`config.mk`:
```
export PLATFORM = sky130hd
export DESIGN_NAME = circular_queue_with_dump
export DESIGN_NICKNAME = d
export VERILOG_FILES = /design/src/sv/cqd_pkg.sv /design/src/sv/cqd_ctrl.sv /design/src/sv/cqd_datapath.sv /design/src/sv/circular_queue_with_dump.sv
export SDC_FILE = /design/constraint.sdc
export NUM_CORES = 1
export LEC_CHECK = 0
export BUFFER_PORTS_ARGS = -buffer_cell sky130_fd_sc_hd__clkbuf_2
export CORE_ASPECT_RATIO = 0.8
export CORE_MARGIN = 3
export CORE_UTILIZATION = 60
export CTS_CLUSTER_SIZE = 25
export DETAILED_ROUTE_END_ITERATION = 16
export PLACE_DENSITY_LB_ADDON = 0.1
export SETUP_SLACK_MARGIN = 0.4
export SYNTH_ARGS = -nofsm -noshare
export SYNTH_HDL_FRONTEND = slang
export SYNTH_SLANG_ARGS = --single-unit
```
`constraint.sdc`:
```
create_clock -name clk_i -period 10.6 [get_ports clk_i]
set_input_delay 2.65 -clock clk_i [delete_from_list [all_inputs] [get_ports clk_i]]
set_output_delay 2.65 -clock clk_i [all_outputs]
set_load 0.01 [all_outputs]
```
`src/sv/cqd_pkg.sv`:
```
`timescale 1ns / 1ps
// Shared types and constants for the circular queue with dump.
// Used by cqd_ctrl, cqd_datapath and circular_queue_with_dump; no dependencies.
package cqd_pkg;

  localparam int DefMaxDepth = 16;
  localparam int CapW        = 5;
  localparam int ModeW       = 2;
  localparam int StatusW     = 2;
  localparam int DataW       = 32;

  localparam logic [CapW-1:0] CapReset = 5'd16;

  typedef enum logic [ModeW-1:0] {
    MODE_INSERT  = 2'd0,
    MODE_DELETE  = 2'd1,
    MODE_DISPLAY = 2'd2
  } mode_e;

  typedef enum logic [StatusW-1:0] {
    ST_OK       = 2'd0,
    ST_OVERFLOW = 2'd1,
    ST_EMPTY    = 2'd2
  } status_e;

  typedef enum logic [2:0] {
    S_IDLE,
    S_DEQ_READ,
    S_DISP_READ,
    S_RESP,
    S_DISP_RESP
  } state_e;

  typedef struct packed {
    logic insert;
    logic overflow;
    logic empty_resp;
    logic dequeue;
    logic disp_start;
    logic walk;
    logic capture;
    logic capture_last;
  } cmd_t;

  typedef struct packed {
    logic full;
    logic empty;
    logic walk_last;
  } stat_t;

endpackage

```
`src/sv/cqd_ctrl.sv`:
```
`timescale 1ns / 1ps
// Controller state machine for the circular queue with dump.
// Depends on cqd_pkg for the state, mode, command and status types.
module cqd_ctrl (
  input  logic                      clk_i,
  input  logic                      rst_ni,
  input  logic                      in_valid_i,
  input  logic [cqd_pkg::ModeW-1:0] mode_i,
  input  logic                      out_ready_i,
  input  cqd_pkg::stat_t            stat_i,
  output cqd_pkg::cmd_t             cmd_o,
  output logic                      in_ready_o,
  output logic                      out_valid_o
);
  import cqd_pkg::*;

  state_e state_q, state_d;

  always_ff @(posedge clk_i or negedge rst_ni) begin
    if (!rst_ni) begin
      state_q <= S_IDLE;
    end else begin
      state_q <= state_d;
    end
  end

  always_comb begin
    state_d = state_q;
    case (state_q)
      S_IDLE: begin
        if (in_valid_i) begin
          case (mode_e'(mode_i))
            MODE_INSERT:  state_d = S_RESP;
            MODE_DELETE:  state_d = stat_i.empty ? S_RESP : S_DEQ_READ;
            MODE_DISPLAY: state_d = stat_i.empty ? S_RESP : S_DISP_READ;
            default:      state_d = S_IDLE;
          endcase
        end
      end
      S_DEQ_READ:  state_d = S_RESP;
      S_DISP_READ: state_d = S_DISP_RESP;
      S_RESP: begin
        if (out_ready_i) begin
          state_d = S_IDLE;
        end
      end
      S_DISP_RESP: begin
        if (out_ready_i) begin
          state_d = stat_i.walk_last ? S_IDLE : S_DISP_READ;
        end
      end
      default: state_d = S_IDLE;
    endcase
  end

  always_comb begin
    cmd_o       = '0;
    in_ready_o  = 1'b0;
    out_valid_o = 1'b0;
    case (state_q)
      S_IDLE: begin
        in_ready_o = 1'b1;
        if (in_valid_i) begin
          case (mode_e'(mode_i))
            MODE_INSERT: begin
              cmd_o.overflow = stat_i.full;
              cmd_o.insert   = !stat_i.full;
            end
            MODE_DELETE: begin
              cmd_o.empty_resp = stat_i.empty;
              cmd_o.dequeue    = !stat_i.empty;
            end
            MODE_DISPLAY: begin
              cmd_o.empty_resp = stat_i.empty;
              cmd_o.disp_start = !stat_i.empty;
            end
            default: ;
          endcase
        end
      end
      S_DEQ_READ: begin
        cmd_o.capture      = 1'b1;
        cmd_o.capture_last = 1'b1;
      end
      S_DISP_READ: begin
        cmd_o.capture      = 1'b1;
        cmd_o.capture_last = stat_i.walk_last;
      end
      S_RESP: begin
        out_valid_o = 1'b1;
      end
      S_DISP_RESP: begin
        out_valid_o = 1'b1;
        cmd_o.walk  = out_ready_i && !stat_i.walk_last;
      end
      default: ;
    endcase
  end

endmodule

```
`src/sv/cqd_datapath.sv`:
```
`timescale 1ns / 1ps
// Datapath of the circular queue with dump: slot memory, head, count, capacity,
// display walk counter and result registers. Depends on cqd_pkg.
module cqd_datapath #(
  parameter int MaxDepth = cqd_pkg::DefMaxDepth
) (
  input  logic                             clk_i,
  input  logic                             rst_ni,
  input  logic                             cfg_we_i,
  input  logic [cqd_pkg::CapW-1:0]         cfg_wdata_i,
  input  logic signed [cqd_pkg::DataW-1:0] item_value_i,
  input  cqd_pkg::cmd_t                    cmd_i,
  output cqd_pkg::stat_t                   stat_o,
  output logic [cqd_pkg::StatusW-1:0]      status_o,
  output logic signed [cqd_pkg::DataW-1:0] data_value_o,
  output logic                             last_o
);
  import cqd_pkg::*;

  localparam int IdxW = $clog2(MaxDepth);
  localparam int CntW = $clog2(MaxDepth + 1);
  localparam int SumW = CntW + 1;
  localparam int ExtW = (CntW > CapW) ? CntW : CapW;

  function automatic logic [IdxW-1:0] wrap(input logic [IdxW-1:0] base,
                                          input logic [CntW-1:0] off,
                                          input logic [CntW-1:0] cap);
    logic [SumW-1:0] s;
    s = SumW'(base) + SumW'(off);
    if (s >= SumW'(cap)) begin
      s = s - SumW'(cap);
    end
    return s[IdxW-1:0];
  endfunction

  logic signed [DataW-1:0] mem [MaxDepth];
  logic signed [DataW-1:0] rd_q;

  logic [CapW-1:0] cap_q;
  logic [IdxW-1:0] head_q;
  logic [CntW-1:0] count_q;
  logic [CntW-1:0] k_q;

  status_e                 status_q;
  logic signed [DataW-1:0] data_q;
  logic                    last_q;

  logic [ExtW-1:0] cap_ext;
  logic [ExtW-1:0] cap_clamp;
  logic [CntW-1:0] eff_cap;
  logic [CntW-1:0] k_next;
  logic [IdxW-1:0] rd_addr;
  logic [IdxW-1:0] wr_addr;
  logic [IdxW-1:0] head_deq;
  logic            rd_en;

  assign cap_ext   = ExtW'(cap_q);
  assign cap_clamp = (cap_q == '0) ? ExtW'(1) :
                     (cap_ext > ExtW'(MaxDepth)) ? ExtW'(MaxDepth) : cap_ext;
  assign eff_cap   = cap_clamp[CntW-1:0];

  assign k_next   = k_q + CntW'(1);
  assign rd_addr  = wrap(head_q, cmd_i.walk ? k_next : '0, eff_cap);
  assign wr_addr  = wrap(head_q, count_q, eff_cap);
  assign head_deq = (count_q == CntW'(1)) ? '0 : wrap(head_q, CntW'(1), eff_cap);
  assign rd_en    = cmd_i.dequeue || cmd_i.disp_start || cmd_i.walk;

  always_ff @(posedge clk_i) begin
    if (cmd_i.insert) begin
      mem[wr_addr] <= item_value_i;
    end
    if (rd_en) begin
      rd_q <= mem[rd_addr];
    end
  end

  always_ff @(posedge clk_i or negedge rst_ni) begin
    if (!rst_ni) begin
      cap_q   <= CapReset;
      head_q  <= '0;
      count_q <= '0;
      k_q     <= '0;
    end else begin
      if (cfg_we_i) begin
        cap_q   <= cfg_wdata_i;
        head_q  <= '0;
        count_q <= '0;
      end else if (cmd_i.insert) begin
        count_q <= count_q + CntW'(1);
      end else if (cmd_i.dequeue) begin
        count_q <= count_q - CntW'(1);
        head_q  <= head_deq;
      end
      if (cmd_i.disp_start) begin
        k_q <= '0;
      end else if (cmd_i.walk) begin
        k_q <= k_next;
      end
    end
  end

  always_ff @(posedge clk_i) begin
    if (cmd_i.insert) begin
      status_q <= ST_OK;
      data_q   <= '0;
      last_q   <= 1'b1;
    end else if (cmd_i.overflow) begin
      status_q <= ST_OVERFLOW;
      data_q   <= '0;
      last_q   <= 1'b1;
    end else if (cmd_i.empty_resp) begin
      status_q <= ST_EMPTY;
      data_q   <= '0;
      last_q   <= 1'b1;
    end else if (cmd_i.capture) begin
      status_q <= ST_OK;
      data_q   <= rd_q;
      last_q   <= cmd_i.capture_last;
    end
  end

  assign stat_o.full      = count_q >= eff_cap;
  assign stat_o.empty     = count_q == '0;
  assign stat_o.walk_last = k_next == count_q;

  assign status_o     = status_q;
  assign data_value_o = data_q;
  assign last_o       = last_q;

endmodule

```
`src/sv/circular_queue_with_dump.sv`:
```
`timescale 1ns / 1ps
// Circular queue of signed 32-bit values with a run-time capacity and a dump.
// The input channel carries a mode and a value, the output channel a status, a
// value and a last flag; every input transaction other than the unused mode gives
// at least one output transaction, and display gives one per stored value, oldest
// first. The unused mode is accepted and gives no output transaction.
// One input transaction is in flight at a time: the input is ready only while
// the block is idle. An insert or an overflow, underflow or empty answer is
// shown in the cycle after acceptance. A delete and each displayed value pass
// through the registered read port of the slot memory and then the result
// register, after acceptance or after the previous display value was taken.
// The result stays in its register while the receiver stalls.
// Reset empties the queue and sets the capacity to 16; the slot memory is
// not cleared. Writing the capacity empties the queue and should be done while
// the block is idle. Capacity 0 acts as 1 and values above MaxDepth as MaxDepth.
// Depends on cqd_pkg, cqd_ctrl and cqd_datapath.
module circular_queue_with_dump #(
  parameter int MaxDepth = cqd_pkg::DefMaxDepth
) (
  input  logic                             clk_i,
  input  logic                             rst_ni,
  input  logic                             cfg_we_i,
  input  logic [cqd_pkg::CapW-1:0]         cfg_wdata_i,
  input  logic                             in_valid_i,
  output logic                             in_ready_o,
  input  logic [cqd_pkg::ModeW-1:0]        mode_i,
  input  logic signed [cqd_pkg::DataW-1:0] item_value_i,
  output logic                             out_valid_o,
  input  logic                             out_ready_i,
  output logic [cqd_pkg::StatusW-1:0]      status_o,
  output logic signed [cqd_pkg::DataW-1:0] data_value_o,
  output logic                             last_o
);
  import cqd_pkg::*;

  cmd_t  cmd;
  stat_t stat;

  cqd_ctrl u_ctrl (
    .clk_i       (clk_i),
    .rst_ni      (rst_ni),
    .in_valid_i  (in_valid_i),
    .mode_i      (mode_i),
    .out_ready_i (out_ready_i),
    .stat_i      (stat),
    .cmd_o       (cmd),
    .in_ready_o  (in_ready_o),
    .out_valid_o (out_valid_o)
  );

  cqd_datapath #(
    .MaxDepth (MaxDepth)
  ) u_datapath (
    .clk_i        (clk_i),
    .rst_ni       (rst_ni),
    .cfg_we_i     (cfg_we_i),
    .cfg_wdata_i  (cfg_wdata_i),
    .item_value_i (item_value_i),
    .cmd_i        (cmd),
    .stat_o       (stat),
    .status_o     (status_o),
    .data_value_o (data_value_o),
    .last_o       (last_o)
  );

`ifndef NO_ASSERTIONS
  a_ready_excl: assert property (@(posedge clk_i) disable iff (!rst_ni)
    !(in_ready_o && out_valid_o))
    else $error("Input ready while a result is pending.");

  a_insert_resp: assert property (@(posedge clk_i) disable iff (!rst_ni)
    (in_valid_i && in_ready_o && mode_i == MODE_INSERT) |=> (out_valid_o && last_o))
    else $error("Insert did not answer in the next cycle.");

  a_error_last: assert property (@(posedge clk_i) disable iff (!rst_ni)
    (out_valid_o && status_o != ST_OK) |-> (last_o && data_value_o == '0))
    else $error("Error result is not a final, zero-valued transaction.");
`endif

endmodule

```
# Word level (Yosys, flattened, before mapping)

Memory sizes are Yosys's and may differ from the RTL's. A register that Yosys moved wholly into a read port is not among the register bits.
Cells that the tools add are included.

$add $sub $neg: 9
Order comparisons: 5
Equal/unequal tests: 12
Muxes and demuxes: 38
Reductions and logical operators: 21

Operators by type and width:

| operator              | count |
|---|---|
| $mux W5               | 10 |
| $mux W4               | 7 |
| $pmux W3 S5           | 1 |
| $add A4 B5 Y6         | 2 |
| $ge A6 B5 Y1          | 2 |
| $sub A4 B4 Y4         | 3 |
| $add A5 B1 Y5 const B | 2 |
| $ge A5 B5 Y1          | 2 |
| $logic_not A5 Y1      | 2 |
| $mux W1               | 10 |
| $mux W2               | 5 |
| $mux W3               | 3 |
| $pmux W3 S3           | 1 |
| $ne A2 B2 Y1 const B  | 4 |
| $eq A3 B2 Y1 const B  | 2 |
| $reduce_bool A2 Y1    | 3 |
| $reduce_bool A3 Y1    | 2 |
| $reduce_or A2 Y1      | 3 |
| $add A4 B1 Y5 const B | 1 |
| $eq A5 B1 Y1 const B  | 1 |
| $eq A5 B5 Y1          | 1 |
| $gt A5 B5 Y1 const B  | 1 |
| $sub A5 B1 Y5 const B | 1 |
| $pmux W2 S2           | 1 |
| other kinds (12)      | 15 |

Flip-flop bits (word level): 57
Memory bits (writable): 512
Output and inout port bits: 37
Word-level logic and storage cells: 95
Memories kept: 1

Memories:

| memory         | depth | bits a word | rd ports | clocked after memory_dff | write ports | line               | text |
|---|---|---|---|---|---|---|---|
| u_datapath.mem | 16    | 32          | 1        | 1                        | 1           | cqd_datapath.sv:36 | `logic signed [DataW-1:0] mem [MaxDepth];` |

# Depth between registers and ports, before layout

Depth after elaboration: 11
Depth in mapped cells: 23

# Modules after synthesis

A second synthesis with hierarchy kept.

Cell total of the unflattened synthesis: 1467
Area total of the unflattened synthesis: 24328.3 um2

Modules (own cells, without submodules):

| module       | times used | cells an instance | area an instance (um2) | seq. area each (um2) |
|---|---|---|---|---|
| cqd_datapath | 1          | 1418              | 23936.7                | 17513.0 |
| cqd_ctrl     | 1          | 49                | 391.6                  | 75.1 |

# Worst setup path before layout

No wires, ideal clock.

Kind: input to register
Start: in out_ready_i
End: reg u_datapath.rd_q[30], read port of u_datapath.mem (data pin)
Arrival time: 6.642 ns
Required time: 10.328 ns
Slack: 3.686 ns
Stages on the path: 19
Cell sequence: nor3b_1 > nand2_1 > nor2_1 > ha_1 > fa_1 > inv_1 > fa_1 > a21bo_2 > a21oi_1 > o21ai_0 > a41o_1 > buf_6 > mux2_4 > buf_6 > buf_6 > buf_4 > mux2i_1 > o22ai_1 > or4_1

Cells in the longest elaborated chain, start to end: 6
Elaborated cells between the ends (all ways): 8
Those cells by class: add/sub: 2; order compare: 1; mux: 3; reduce/logical: 2

Ends and longest elaborated chain:

| element                                       | line                                   | text |
|---|---|---|
| start, declared                               | circular_queue_with_dump.sv:29         | `input logic out_ready_i,` |
| $logic_and A1 B1 Y1 *                         | cqd_ctrl.sv:94                         | `cmd_o.walk = out_ready_i && !stat_i.walk_last;` |
| $mux W1 *                                     | cqd_ctrl.sv:60                         | `case (state_q)` |
| $mux W5                                       | cqd_datapath.sv:63                     | `assign rd_addr = wrap(head_q, cmd_i.walk ? k_next : '0, eff_cap);` |
| $add A4 B5 Y6                                 | cqd_datapath.sv:29                     | `s = SumW'(base) + SumW'(off);` |
| $ge A6 B5 Y1 or $sub A4 B4 Y4 (tied branches) | cqd_datapath.sv:30, cqd_datapath.sv:31 |  |
| $mux W4                                       | cqd_datapath.sv:30                     | `if (s >= SumW'(cap)) begin` |
| end, declared                                 | cqd_datapath.sv:37                     | `logic signed [DataW-1:0] rd_q;` |

Mark *: on every way between the ends. The rest lies on a longest branch, timed or not.
A chain may end at the register's enable or synchronous reset.

# Worst setup path in the final report

Start: in out_ready_i
End: reg u_datapath.rd_q[17], read port of u_datapath.mem (data pin)

Same word-level chain as after synthesis.

==> impl_metrics.toml <==
[floorplanning]
core_um2 = 39610
die_width_um = 230.6
dieArea_um2 = 42830
initial_core_util_pct = 61.15
io_pins = 81
num_rows = 65
die_y_um = 185.7

[power]
clockPowerShare_pct = 25.7
powerDensity_nw_per_um2 = 292.5
intPower_mw = 5.238
seqPwrFrac_pct = 36.8
p_sw_share_pct = 34.55
power_mw = 8.003
power_switching_mw = 2.765
ir_drop_v = 0.0003048
power_frac_comb_pct = 37.5
leakage_nw = 10.42

[setup_path]
crit_path_end_kind = "flop"
critPathKind = "in -> reg"
path_max_fanout = 83
critPathArrivalTime_ns = 8.66
crit_chain = "clkbuf_2, nor3b_1, nand2_1, nor2_1, ha_1, fa_1, inv_1, fa_1, a21bo_2, a21oi_1, o21ai_0, a41o_1, mux2_8, buf_12, mux2i_1, o22ai_1, or4_1"
cpLargestDelayFamily = "simple AND/OR/NAND/NOR gates"
cp_num_buf_inv = 3
crit_path_max_incr_delay_ns = 0.92
cp_data_required_time_ns = 10.92
startpoint_type = "input pin"
crit_path_frequent_cell = "fa_1"
slowest_stage = "mux2_8"

[synth]
ys_ff_latch = 601
synth-warning-count = 0
synth_edf_count = 544
syn_nets = 1586
synthCells = 1499
yosys.area.top_type = "edfxtp_1"
synth_area_per_cell_um2 = 16.16
synth_ff_type = "edfxtp_1"
ys_types = 50
async_flop_share_pct = 3.661
yosysTopAreaCellShare_pct = 67.45
synth_seq_area_share_pct = 72.62
synthTopCellsByArea = "edfxtp_1 (67%), mux2i_1 (11%), o22ai_1 (3.3%)"
netlist_area_um2 = 24220

[grt]
grt-busiest-layer = "met2"
gr-usage-all-layers_pct = 25.78
grt_pass1_vias = 13050
grt_pass1_wl_um = 81720
gr-usage-met3_pct = 3.703
grt_overflow = 0
antenna_found_initial = 1
grtUsageMet1_pct = 37.89
grt_max_degree = 84
met2_usage_pct = 41.96

[clock_tree]
cts_buffer_depth = 3
cts_resized = 0
h-tree-depth = 2
insertion_delay_ns = 0.60
postCtsSetupBuffers = 0
numCtsBuffers = 56
cts_root_buffer = "clkbuf_16"
clk_pin_slew_ns = 0.06
ctsHoldBuffers = 0
cts_tree = "done"
clock_sinks = 601

[hold_path]
hold_path.class = "reg -> reg"

[sta]
period_needed_ns = 8.347
layout_setup_ws_ns = 2.253
fin_crit_sh_pct = 78.75
clock_skew_ns = 0.01986
hold_violations = 0
fmaxAchievable_mhz = 119.8
relSlewSlack_pct = 26.17
slew_viol_final = 0
rsz0062_at_grt = "no"
fin_hold_ws_ns = 0.4509
setup_violations = 0
worst_slew_pin_slew_ns = 1.104
fin_setup_tns_ns = 0

[routing]
drt-total-wl_um = 55130
drc = 0
antenna_left = 0
vias = 13380
first_pass_iters = 5
routedWlPerCell_um = 25.29
drt-initial-drc-count = 1235
viasPerCell = 6.139

[finish]
layout-drive-gt1-share_pct = 14.73
area_growth_pct = 12.97
nNetsFinal = 1682

[run]
drv_cap = 0

[run_status]
status = "finished clean"

[placed_design]
pre_cts_ws_ns = 1.677
numPortBuffers = 80
finalWeightedCongestion = 0.7816
dp_hpwl_um = 29170
==> final cells by class <==
type	instances	area (um^2)
sequential	601	17590
fill	2649	12250
multi-input combinational	804	6415
clock buffer	83	1687
timing repair buffer	113	673.1
tap	536	670.6
clock inverter	23	252.7
inverter	19	71.32
antenna	1	2.502
==> worst paths after layout <==
path	cells after the start	endpoint	start	slack, ns
worst min-delay path	2	u_datapath.data_value_o[11]$_SDFFE_PP0P_	u_datapath.data_value_o[11]$_SDFFE_PP0P_	0.45
worst max register to register	19	u_datapath.rd_q[17]$_DFFE_PP_	u_datapath.k_q[0]$_DFFE_PN0P_	3.33
worst max-delay path	17	u_datapath.rd_q[17]$_DFFE_PP_	out_ready_i	2.25
worst min register to register	2	u_datapath.data_value_o[11]$_SDFFE_PP0P_	u_datapath.data_value_o[11]$_SDFFE_PP0P_	0.45
min in group asynchronous	1	u_datapath.cap_ext[0]$_DFFE_PN0P_	rst_ni	2.03
max in group asynchronous	1	u_datapath.k_q[0]$_DFFE_PN0P_	rst_ni	8.20
==> metal layers <==
layer | routed length, um | share of wire [%]
met5 | 0 | 0
met4 | 704 | 1.3
met3 | 3864 | 7.0
met2 | 26400 | 48
met1 | 24160 | 44
==> metrics by stage <==
| stage | instance area (um^2) | utilization [%] | std cells |
|---|---|---|---|
| floorplan | 24220 | - | 1499 |
| global placement | 25420 | 64.18 | 2073 |
| detailed placement | 25420 | 64.18 | 2073 |
| CTS | 27360 | 69.07 | 2179 |
| global route | 27360 | 69.08 | 2180 |
| finish | 27360 | 69.08 | 2180 |
==> cell usage after synthesis (all sizes together), types with 4 or more instances <==
cell type and instances:
a21o 13, a21oi 51, a31oi 4, a41oi 4, and2 4, buf 31
clkbuf 44, dfrtp 21, dfxtp 35, edfxtp 544, fa 5, ha 38
inv 19, mux2 7, mux2i 261, nand2 86, nand2b 6, nand3 8
nor2 51, nor2b 4, nor3 9, nor4 11, o21ai 13, o22ai 129
o31ai 5, or4 32, xnor2 19, xor2 12
==> tightest hold or removal path: cells and delay by family, from the launching register on <==
kind             cells  cell delay, ns
AO/OA/AOI/OAI        1            0.05
flip-flops           1            0.30
AND/OR/NAND/NOR      1            0.05
==> cells in the final DEF, fill, tap and decap left out, types with 21 or more instances in the layout <==
master / n
edfxtp_1: 544
dfrtp_1: 21
o22ai_1: 129
mux2i_1: 261
or4_1: 32
ha_1: 38
buf_4: 31
nand2_1: 85
a21oi_1: 51
nor2_1: 35
dfxtp_1: 35
clkbuf_2: 80
clkbuf_16: 59
==> sequential cells by signal (all words and copies together) (netlist names) <==
| name | flops |
|---|---|
| u_datapath.status_o | 2 |
| u_datapath.mem | 512 |
| u_datapath.data_value_o | 32 |
| u_datapath.head_q | 4 |
| u_datapath.cap_ext | 5 |
| u_datapath.k_q | 5 |
| u_datapath.last_o | 1 |
| u_datapath.rd_q | 32 |
| u_ctrl.state_q | 3 |
| u_datapath.count_q | 5 |
==> power groups by stage <==
| stage | combinational [mW] | clock [mW] | sequential, mW |
|---|---|---|---|
| after global placement | 2.93 | 0 | 2.99 |
| after CTS | 3.01 | 2.09 | 2.94 |
| final | 3.00 | 2.06 | 2.94 |
| after floorplan | 2.18 | 0 | 2.98 |
| after detailed placement | 3.00 | 0 | 2.99 |
| after global routing | 3.23 | 2.20 | 2.96 |
==> cells by family after synthesis <==
group                      count (synthesis)  share of synthesized area [%]
DFF                                      601                          72.62
xor gates and xnor gates                  32                          1.219
buffers and inverters                     94                          2.041
muxes                                    268                          11.13
and+or+nand+nor                          221                          4.422
adders and majority gates                 43                          2.377
AOI/OAI and AO/OA                        240                          6.189
(Power assumes the default switching activity.)
